$ cat src/sv/bitmap_flip_rotate_invert_core_assert.svh
// ---------------------------------------------------------------------------
// Assertion macros for the bitmap flip, rotate and invert core.
// Each macro expands to one labelled concurrent assertion with reset disable.
// ---------------------------------------------------------------------------
`ifndef BITMAP_FLIP_ROTATE_INVERT_CORE_ASSERT_SVH
`define BITMAP_FLIP_ROTATE_INVERT_CORE_ASSERT_SVH

// The consequent must hold in the same cycle as the antecedent.
`define BFRI_ASSERT_SAME(lbl, clk, rst_n, ante, cons, msg) \
  lbl: assert property (@(posedge clk) disable iff (!rst_n) (ante) |-> (cons)) else $error(msg);

// The consequent must hold in the cycle after the antecedent.
`define BFRI_ASSERT_NEXT(lbl, clk, rst_n, ante, cons, msg) \
  lbl: assert property (@(posedge clk) disable iff (!rst_n) (ante) |=> (cons)) else $error(msg);

`endif

$ cat src/sv/bfri_pkg.sv
// ---------------------------------------------------------------------------
// bfri_pkg
// Transform codes and control state type for the bitmap transform core.
// ---------------------------------------------------------------------------
`default_nettype none

package bfri_pkg;

  localparam int MODE_W = 3;

  localparam logic [MODE_W-1:0] MODE_FLIP_H = 3'd0;
  localparam logic [MODE_W-1:0] MODE_FLIP_V = 3'd1;
  localparam logic [MODE_W-1:0] MODE_ROT90  = 3'd2;
  localparam logic [MODE_W-1:0] MODE_ROT180 = 3'd3;
  localparam logic [MODE_W-1:0] MODE_ROT270 = 3'd4;
  localparam logic [MODE_W-1:0] MODE_INVERT = 3'd5;

  typedef enum logic {
    ST_LOAD,
    ST_EMIT
  } state_t;

endpackage

`default_nettype wire

$ cat src/sv/bitmap_flip_rotate_invert_core.sv
// Timing: after the transaction that completes an image, the control state
// moves to emit and the first pixel passes the read data register and the
// output register before out_tvalid rises; then one result per cycle while
// out_tready is high. No new pixel is taken until the image has been read.
// Reset: rst_n (synchronous, active low) clears the pixel count, the mode
// and the control state; the image memory keeps its contents.
// ---------------------------------------------------------------------------
// bitmap_flip_rotate_invert_core
// Stores a one-bit bitmap and emits it flipped, rotated or inverted.
// ---------------------------------------------------------------------------
`default_nettype none

module bitmap_flip_rotate_invert_core #(
  parameter int IMG_WIDTH  = 8,
  parameter int IMG_HEIGHT = 8
) (
  input  wire                       clk,
  input  wire                       rst_n,
  input  wire                       in_tvalid,
  output logic                      in_tready,
  input  wire  [7:0]                in_tdata,   // [0] pixel_in, [7:1] zero
  output logic                      out_tvalid,
  input  wire                       out_tready,
  output logic [7:0]                out_tdata,  // [0] pixel_out, [7:1] zero
  output logic                      out_tuser,  // [0] row_end
  output logic                      out_tlast,  // image_end
  input  wire                       cfg_we,
  input  wire  [bfri_pkg::MODE_W-1:0] cfg_wdata
);

  import bfri_pkg::*;

  localparam int TOTAL = IMG_WIDTH * IMG_HEIGHT;
  localparam int AW    = (TOTAL > 1) ? $clog2(TOTAL) : 1;
  localparam int MAXD  = (IMG_WIDTH > IMG_HEIGHT) ? IMG_WIDTH : IMG_HEIGHT;
  localparam int CW    = (MAXD > 1) ? $clog2(MAXD) : 1;

  localparam logic [AW-1:0] LOAD_LAST = AW'(TOTAL - 1);
  localparam logic [CW-1:0] W_LAST    = CW'(IMG_WIDTH - 1);
  localparam logic [CW-1:0] H_LAST    = CW'(IMG_HEIGHT - 1);

  state_t              state_r, state_nxt;
  logic [MODE_W-1:0]   cfg_mode_r;
  logic [MODE_W-1:0]   mode_r;
  logic [AW-1:0]       load_cnt_r;
  logic [CW-1:0]       row_r, col_r;

  logic                mem [TOTAL];
  logic                mem_q_r;
  logic                rd_pend_r;
  logic                pend_row_end_r, pend_img_end_r;

  logic                out_valid_r, out_pixel_r, out_row_end_r, out_img_end_r;

  logic                wr_en, load_last, emitting;
  logic                rd_issue, take_q, swap;
  logic [CW-1:0]       rows_last, cols_last, src_row, src_col;
  logic                col_last, emit_last;
  logic [AW:0]         addr_full;
  logic [AW-1:0]       rd_addr;

  // Next state.
  always_comb begin
    state_nxt = state_r;
    unique case (state_r)
      ST_LOAD: if (wr_en && load_last) state_nxt = ST_EMIT;
      ST_EMIT: if (rd_issue && emit_last) state_nxt = ST_LOAD;
      default: state_nxt = ST_LOAD;
    endcase
  end

  // State outputs.
  always_comb begin
    in_tready = 1'b0;
    emitting  = 1'b0;
    unique case (state_r)
      ST_LOAD: in_tready = 1'b1;
      ST_EMIT: emitting  = 1'b1;
      default: in_tready = 1'b0;
    endcase
  end

  assign wr_en     = in_tvalid && in_tready;
  assign load_last = (load_cnt_r == LOAD_LAST);

  // Destination scan and source address.
  always_comb begin
    swap      = (mode_r == MODE_ROT90) || (mode_r == MODE_ROT270);
    rows_last = swap ? W_LAST : H_LAST;
    cols_last = swap ? H_LAST : W_LAST;
    col_last  = (col_r == cols_last);
    emit_last = col_last && (row_r == rows_last);
    unique case (mode_r)
      MODE_FLIP_H: begin
        src_row = row_r;
        src_col = W_LAST - col_r;
      end
      MODE_FLIP_V: begin
        src_row = H_LAST - row_r;
        src_col = col_r;
      end
      MODE_ROT90: begin
        src_row = H_LAST - col_r;
        src_col = row_r;
      end
      MODE_ROT180: begin
        src_row = H_LAST - row_r;
        src_col = W_LAST - col_r;
      end
      MODE_ROT270: begin
        src_row = col_r;
        src_col = W_LAST - row_r;
      end
      default: begin
        src_row = row_r;
        src_col = col_r;
      end
    endcase
    addr_full = (AW+1)'(src_row) * (AW+1)'(IMG_WIDTH) + (AW+1)'(src_col);
    rd_addr   = addr_full[AW-1:0];
  end

  // The read data register holds until the output register takes it, so a
  // new read is only issued when the previous data is free to move on.
  assign take_q   = rd_pend_r && (!out_valid_r || out_tready);
  assign rd_issue = emitting && (!rd_pend_r || take_q);

  always_ff @(posedge clk) begin
    if (wr_en) begin
      mem[load_cnt_r] <= in_tdata[0];
    end
    if (rd_issue) begin
      mem_q_r        <= mem[rd_addr];
      pend_row_end_r <= col_last;
      pend_img_end_r <= emit_last;
    end
    if (take_q) begin
      out_pixel_r   <= mem_q_r ^ (mode_r == MODE_INVERT);
      out_row_end_r <= pend_row_end_r;
      out_img_end_r <= pend_img_end_r;
    end
  end

  always_ff @(posedge clk) begin
    if (!rst_n) begin
      state_r     <= ST_LOAD;
      cfg_mode_r  <= MODE_FLIP_H;
      mode_r      <= MODE_FLIP_H;
      load_cnt_r  <= '0;
      row_r       <= '0;
      col_r       <= '0;
      rd_pend_r   <= 1'b0;
      out_valid_r <= 1'b0;
    end else begin
      state_r <= state_nxt;
      if (cfg_we) begin
        cfg_mode_r <= cfg_wdata;
      end
      if (wr_en) begin
        load_cnt_r <= load_last ? '0 : load_cnt_r + 1'b1;
        if (load_last) begin
          mode_r <= cfg_mode_r;
          row_r  <= '0;
          col_r  <= '0;
        end
      end
      if (rd_issue) begin
        if (col_last) begin
          col_r <= '0;
          row_r <= row_r + 1'b1;
        end else begin
          col_r <= col_r + 1'b1;
        end
      end
      if (rd_issue) begin
        rd_pend_r <= 1'b1;
      end else if (take_q) begin
        rd_pend_r <= 1'b0;
      end
      if (take_q) begin
        out_valid_r <= 1'b1;
      end else if (out_tready) begin
        out_valid_r <= 1'b0;
      end
    end
  end

  assign out_tvalid = out_valid_r;
  assign out_tdata  = {7'd0, out_pixel_r};
  assign out_tuser  = out_row_end_r;
  assign out_tlast  = out_img_end_r;

`include "bitmap_flip_rotate_invert_core_assert.svh"

  `BFRI_ASSERT_SAME(a_no_rd_wr_overlap, clk, rst_n, rd_issue, !wr_en, "read and write of the image memory in one cycle")
  `BFRI_ASSERT_SAME(a_no_read_overrun, clk, rst_n, rd_pend_r && !take_q, !rd_issue, "read issued over unconsumed read data")
  `BFRI_ASSERT_SAME(a_img_end_row_end, clk, rst_n, out_tvalid && out_tlast, out_tuser, "image end without row end")
  `BFRI_ASSERT_NEXT(a_back_to_load, clk, rst_n, rd_issue && emit_last, state_r == ST_LOAD, "emit phase did not end after the last read")

endmodule

`default_nettype wire
$ cat config.mk
export PLATFORM = sky130hd
export DESIGN_NAME = bitmap_flip_rotate_invert_core
export DESIGN_NICKNAME = d
export VERILOG_FILES = /design/src/sv/bfri_pkg.sv /design/src/sv/bitmap_flip_rotate_invert_core.sv
export VERILOG_INCLUDE_DIRS = /design/src /design/src/sv
export SDC_FILE = /design/constraint.sdc
export NUM_CORES = 1
export LEC_CHECK = 0
export ABC_AREA = 1
export BUFFER_PORTS_ARGS = -buffer_cell sky130_fd_sc_hd__buf_2
export CAP_MARGIN = 20
export CELL_PAD_IN_SITES_DETAIL_PLACEMENT = 1
export CELL_PAD_IN_SITES_GLOBAL_PLACEMENT = 1
export CORE_UTILIZATION = 39
export CTS_BUF_LIST = sky130_fd_sc_hd__clkbuf_16
export CTS_CLUSTER_SIZE = 12
export DETAILED_ROUTE_END_ITERATION = 8
export PLACE_DENSITY_LB_ADDON = 0.1
export SLEW_MARGIN = 10
export SYNTH_ARGS = -nofsm -noshare
export SYNTH_HDL_FRONTEND = slang
export SYNTH_SLANG_ARGS = --single-unit
$ cat constraint.sdc
create_clock -name clk -period 2.55 [get_ports clk]
set_clock_uncertainty 0.05 [all_clocks]
set_input_delay 0 -clock clk [delete_from_list [all_inputs] [get_ports clk]]
set_output_delay 0 -clock clk [all_outputs]
set_load 0.02 [all_outputs]
======== After elaboration in Yosys (flattened, before gate mapping) ========
Memory sizes are Yosys's and may differ from the RTL's. A register that Yosys moved wholly into a read port is not among the register bits.
Index checks and enable logic that the tools add are counted.
Widths: inputs -> output; s select.
storage, ports and cells
  flip-flop bits (word level) ............. 26
  bits in writable memories ............... 64
  bits of input ports ..................... 16
  output and inout port bits .............. 12
  word-level logic and storage cells ...... 71
  memories ................................ 1
memory list
  memory  words  bits a word  read ports  clocked after memory_dff  wr ports  line                                  RTL
  mem     64     1            1           1                         1         bitmap_flip_rotate_invert_core.sv:48  logic mem [TOTAL];
operators by class
  add/subtract/negate cells ............... 6
  equality and inequality tests ........... 8
  multiplexer cells ....................... 22
  bitwise logic cells ..................... 2
  reductions and logical operators ........ 19
operators with widths
  operator             count
  $mux 3               8
  $pmux 3 s3           2
  $eq 3x3->1 const B   4
  $mux 1               10
  $reduce_bool 2->1    4
  $add 3x1->3 const B  2
  $add 6x1->6 const B  1
  $add 6x3->6          1
  $eq 3x2->1 const B   2
  $eq 6x6->1 const B   1
  $logic_and 1x1->1    6
  $mux 6               1
  $sub 3x3->3 const A  2
  $reduce_and 2->1     2
  $reduce_or 2->1      2
  $eq 3x1->1 const B   1
  $logic_not 3->1      1
  $logic_not 1->1      2
  $logic_or 1x1->1     2
  $pmux 1 s2           1
  $not 1->1            1
  $xor 1x1->1          1

======== Longest topological paths before layout ========
  depth in word-level cells ............... 8
  mapped depth ............................ 15

======== Least setup slack after synthesis ========
No wires, ideal clock.
  path type ............................... register -> register
  start ................................... reg mode_r[1]
  end ..................................... reg mem_q_r, read port of mem (data pin)
  data arrival time ....................... 1451 ps
  data required time ...................... 2247 ps
  setup slack ............................. 796 ps
  stages on the path, launching flop included .. 15
  buffers on the path ..................... 1
  period minus slack after synthesis ...... 1754 ps
  cell sequence ........................... dfxtp_1 -> inv_2 -> nand2_2 -> nand3_1 -> nor2_2 -> nand2_4 -> nand2_4 -> buf_6 -> nand2_1 -> nand3_1 -> nand3_1 -> nand3_1 -> nand3_1 -> nand3_1 -> nand2_1
on the way
  word-level cells in the longest chain between the ends .. 4
  elaborated cells between the ends (all ways) .. 10
  classes of those cells .................. add/sub: 1; eq/ne: 4; mux: 2; reduce/logical: 3
RTL lines
  element                                   line                                   RTL
  start: declaration                        bitmap_flip_rotate_invert_core.sv:44   logic [MODE_W-1:0] mode_r;
  start signal: assignment                  bitmap_flip_rotate_invert_core.sv:162  mode_r <= cfg_mode_r;
  $eq 3x2->1, or another cell as far along  bitmap_flip_rotate_invert_core.sv:93   unique case (mode_r)
  $reduce_or 2->1 (no line)                 -
  $pmux 3 s3                                bitmap_flip_rotate_invert_core.sv:93
  $add 6x3->6 *                             bitmap_flip_rotate_invert_core.sv:119  addr_full = (AW+1)'(src_row) * (AW+1)'(IMG_WIDTH) + (AW+1)'(src_col);
  end: declaration                          bitmap_flip_rotate_invert_core.sv:49   logic mem_q_r;
Every way passes the cells marked *; elsewhere a longest branch is shown, timed or not.
A chain may end at the register's enable or synchronous reset.

======== Worst setup path in the final report ========
  start ................................... reg mode_r[2]
  end ..................................... reg mem_q_r, read port of mem (data pin)
Same word-level chain as after synthesis.

==> results.py <==
metrics = {
    "floorplan": {
        "ios": 28,
        "rows": 38,
        "die_width_um": 109.6,
        "floorplan_die_area_um2": 12000,
        "fp.coreArea_um2": 11080,
        "starting_density_of_the_core": 0.4073,
        "die_ht_um": 109.6,
    },
    "final_layout": {
        "final_common_cell": "sky130_fd_sc_hd__nor2_1",
        "top_library_cells_by_usage_in_the_layout_fill_and_taps_aside": "sky130_fd_sc_hd__nor2_1 (99), sky130_fd_sc_hd__nand2_1 (93), sky130_fd_sc_hd__nand3_1 (83)",
        "antenna-diode-count": 0,
        "final.fill_count": 1328,
        "final_nets": 565,
        "flow.area_growth_from_synthesis_pct": 13.14,
        "share_of_post_route_cells_with_drive_strength_above_1": 0.08561,
    },
    "power_and_ir_drop": {
        "worst_supply_voltage_drop_on_vdd_v": 0.0003304,
        "clkPwrFrac": 0.452,
        "power.internal_w": 0.002476,
        "share_seq_of_total_power": 0.518,
        "total_switching_power_w": 0.0006300,
        "power-per-cell-area_nw_per_um2": 608.3,
        "total_leakage_power_nw": 2.013,
        "power_frac_comb": 0.029,
        "switching_share": 0.2029,
    },
    "placed_design": {
        "dpl_worst_slack_ns": 0.2256,
        "io_buffers": 13,
        "hpwl_um": 7851,
        "finalWeightedCongestion": 0.8086,
    },
    "detailed_routing": {
        "detail_route.vias_per_cell": 5.136,
        "drt_drc_violations_left": 0,
        "detail_route.wirelength_um": 11780,
        "drt_iter0_drc": 174,
        "detailroute.via_count": 3539,
        "ant_nets": 0,
        "routed_length_per_placed_instance_um": 17.09,
        "detail_route.first_pass.iterations": 4,
    },
    "worst_setup_path": {
        "cpPeakStageDelay_ns": 0.35,
        "end_kind": "register",
        "regToRegStartpoint": "mode_r[2]",
        "reg2reg_setup_slack_ns": 0.29,
        "cp_cell_sequence": "inv_2 > nand3_1 > nand2_1 > nand2_1 > nand2_4 > nand2_8 > nand2_1 > nand2_1 > nand2_1 > nand3_1 > nand3_1 > nand3_1 > nand3_1 > nand2_1",
        "timing.critical_path.required_ns": 2.59,
        "worstSetupStartpointType": "register",
        "worstPathMaxFanout": 32,
        "critPathArrivalTime_ns": 2.30,
        "slowest_cp_cell": "sky130_fd_sc_hd__dfxtp_1",
        "critical_setup_path_class": "reg2reg",
        "critPathMostFrequentCell": "sky130_fd_sc_hd__nand2_1",
        "timing.critical_path.max_delay_family": "simple AND/OR/NAND/NOR gates",
        "timing.critical_path.from": "mode_r[2]",
        "worst-path-buf-inv": 1,
    },
    "sta": {
        "max_freq_mhz": 441.6,
        "final_hold_violation_count": 0,
        "final_max_slew_viol_count": 0,
        "postLayoutSetupSlackWorst_ns": 0.2857,
        "timing.slew.headroom": 0.3284,
        "period_needed_ns": 2.264,
        "tns_ns": 0,
        "period_share": 0.8880,
        "worst_slew_pin_slew_ns": 1.007,
        "setup_repair_after_global_routing_missed_its_margin": "false",
        "setup_viol": 0,
    },
    "logic_synthesis": {
        "fraction_of_post_synthesis_cell_area_in_the_top_cell_type_by_area": 0.4659,
        "synthXorXnorAreaFrac": 0.001941,
        "simple_gate_share_of_the_synthesized_area": 0.2973,
        "synthesis.yosys.warnings": 0,
        "dominant_combinational_cell_family_by_area_after_synthesis": "simple AND/OR/NAND/NOR gates",
        "synthCells": 519,
        "synth-seq-area-share": 0.5591,
        "yosys.cell_types.count": 29,
        "synth_top_area_cell": "sky130_fd_sc_hd__edfxtp_1",
        "share_of_synthesized_flip_flops_with_an_asynchronous_set_or_reset": 0,
        "synth_fa_ha_area_frac": 0.01387,
        "compound_gate_portion_of_the_synthesized_area": 0.04243,
        "dominantRegCellSynth": "sky130_fd_sc_hd__edfxtp_1",
        "synthesis.area_um2": 4512,
        "synth_area_per_cell_um2": 8.693,
        "synthTopCellsByArea": "sky130_fd_sc_hd__edfxtp_1 (47%), sky130_fd_sc_hd__dfxtp_1 (9.3%), sky130_fd_sc_hd__nand3_1 (9.2%), sky130_fd_sc_hd__nor2_1 (8.2%), sky130_fd_sc_hd__nand2_1 (7.7%)",
        "synthMuxAreaShare": 0,
        "yosys_register_bits": 91,
        "synth_enable_flop_cells": 70,
    },
    "clock_tree": {
        "tritoncts": "yes",
        "clkLatencyLatePin_ns": 0.34,
        "clkSinkCount": 91,
        "htree_num_levels": 3,
        "number_of_buffers_inserted_by_post_cts_setup_repair": 0,
        "root_buffer": "sky130_fd_sc_hd__clkbuf_16",
        "cts_inserted_buffers": 9,
        "cts_max_path_buffers": 2,
        "clk_transition_reported_paths_ns": 0.06,
    },
    "global_routing": {
        "overflow": 0,
        "grt_first_pass_wirelength_um": 19160,
        "maximum_number_of_pins_on_one_net_before_global_route_repair": 65,
        "grt_antenna_before_repair": 0,
        "global_route.usage.total": 0.2196,
        "number_of_global_route_vias_before_repair": 3650,
    },
    "outcome": {
        "outcome": "finished clean",
    },
    "worst_hold_path": {
        "worstHoldStart": "in_tvalid",
        "hold_path.class": "in2reg",
    },
    "run": {
        "maxCapViolCount": 0,
    },
}
## layout make-up
type / instances / area [um2] / area share
Clock buffer: 9 / 225.2 / 0.04412
Clock inverter: 7 / 86.33 / 0.01691
Inverter: 64 / 240.2 / 0.04706
Multi-Input combinational cell: 349 / 1639 / 0.3211
Sequential cell: 91 / 2522 / 0.4941
Tap cell: 140 / 175.2 / 0.03431
Timing Repair Buffer: 29 / 216.5 / 0.04240
## power by group through the flow
| stage | clock network (W) | registers [W] | logic [W] |
|---|---|---|---|
| floorplan | 0 | 0.00164 | 0.0000483 |
| global placement | 0 | 0.00164 | 0.0000750 |
| detailed placement | 0 | 0.00164 | 0.0000772 |
| CTS | 0.00143 | 0.00161 | 0.0000910 |
| global route | 0.00149 | 0.00161 | 0.000104 |
| finish | 0.00141 | 0.00161 | 0.0000915 |
## cells in the mapped netlist, types with 3 or more instances
cell type                   n
sky130_fd_sc_hd__inv_1     59
sky130_fd_sc_hd__o31ai_1    3
sky130_fd_sc_hd__buf_2      8
sky130_fd_sc_hd__inv_2      5
sky130_fd_sc_hd__o21ai_0   13
sky130_fd_sc_hd__dfxtp_1   21
sky130_fd_sc_hd__nand3_1   83
sky130_fd_sc_hd__nand3b_1  12
sky130_fd_sc_hd__nor3_1     6
sky130_fd_sc_hd__nand2_2    3
sky130_fd_sc_hd__ha_1       5
sky130_fd_sc_hd__edfxtp_1  70
sky130_fd_sc_hd__nor2_1    99
sky130_fd_sc_hd__a21oi_1   12
sky130_fd_sc_hd__buf_4      8
sky130_fd_sc_hd__buf_6      3
sky130_fd_sc_hd__nand2_1   93
sky130_fd_sc_hd__nand2_4    3
## registers in the layout, summed over array words and instances, names as in the netlist, 3 cells and up
signal      cells
cfg_mode_r      3
col_r           3
load_cnt_r      6
mem            64
mode_r          3
row_r           3
## timing repair
| action | CTS | global route |
|---|---|---|
| gates resized for setup | 0 | 2 |
| setup endpoints to repair | 0 | 1 |
| hold endpoints to repair | 9 | 0 |
| hold buffers | 11 | 0 |
## metrics by stage
| step | instances | hold slack, ns | cell area, um2 | util | total power, W |
|---|---|---|---|---|---|
| 6_report | 689 | 0.09843 | 5105 | 0.4608 | 0.003106 |
| 5_1_grt | 689 | 0.1924 | 5105 | 0.4608 | 0.003200 |
| 4_1_cts | 689 | 0.09139 | 5092 | 0.4597 | 0.003128 |
| 3_5_place_dp | 662 | 0.1864 | 4671 | 0.4216 | 0.001718 |
| 3_3_place_gp | 662 | 0.1766 | 4671 | 0.4216 | 0.001716 |
| 2_1_floorplan | 525 | 0.04887 | 4534 | - | 0.001686 |
## metal layers
| layer | vias to the layer above | GRT usage | part of all wire | wire length, um |
|---|---|---|---|---|
| li1 | 1744 | - | - | - |
| met1 | 1730 | 0.2875 | 0.46 | 5425 |
| met2 | 58 | 0.3765 | 0.49 | 5813 |
| met3 | 7 | 0.04327 | 0.039 | 455 |
| met4 | 0 | 0.04667 | 0.0069 | 81 |
| met5 | - | 0 | 0 | 0 |
## cells by family (layout without fill, tap and decap cells)
group           Yosys count  after routing
buf+inv                  85            109
fa+ha+maj                 5              5
compound gates           33             33
simple gates            303            303
xor+xnor                  1              1
flops                    91             91
other cells               1              7
## worst min-delay path: stages
cell,delay [ns]
sky130_fd_sc_hd__buf_2,0.07
sky130_fd_sc_hd__nand2_1,0.14
sky130_fd_sc_hd__o21ai_0,0.19
sky130_fd_sc_hd__nor2_1,0.04
## final timing paths
| kind | depth (start not counted) | end |
|---|---|---|
| setup / recovery | 14 | mem_q_r |
| hold / removal | 4 | load_cnt_r[1] |
| hold reg to reg | 0 | out_tuser |
| setup reg to reg | 14 | mem_q_r |
Note: power is estimated with default switching activity, not from simulation.
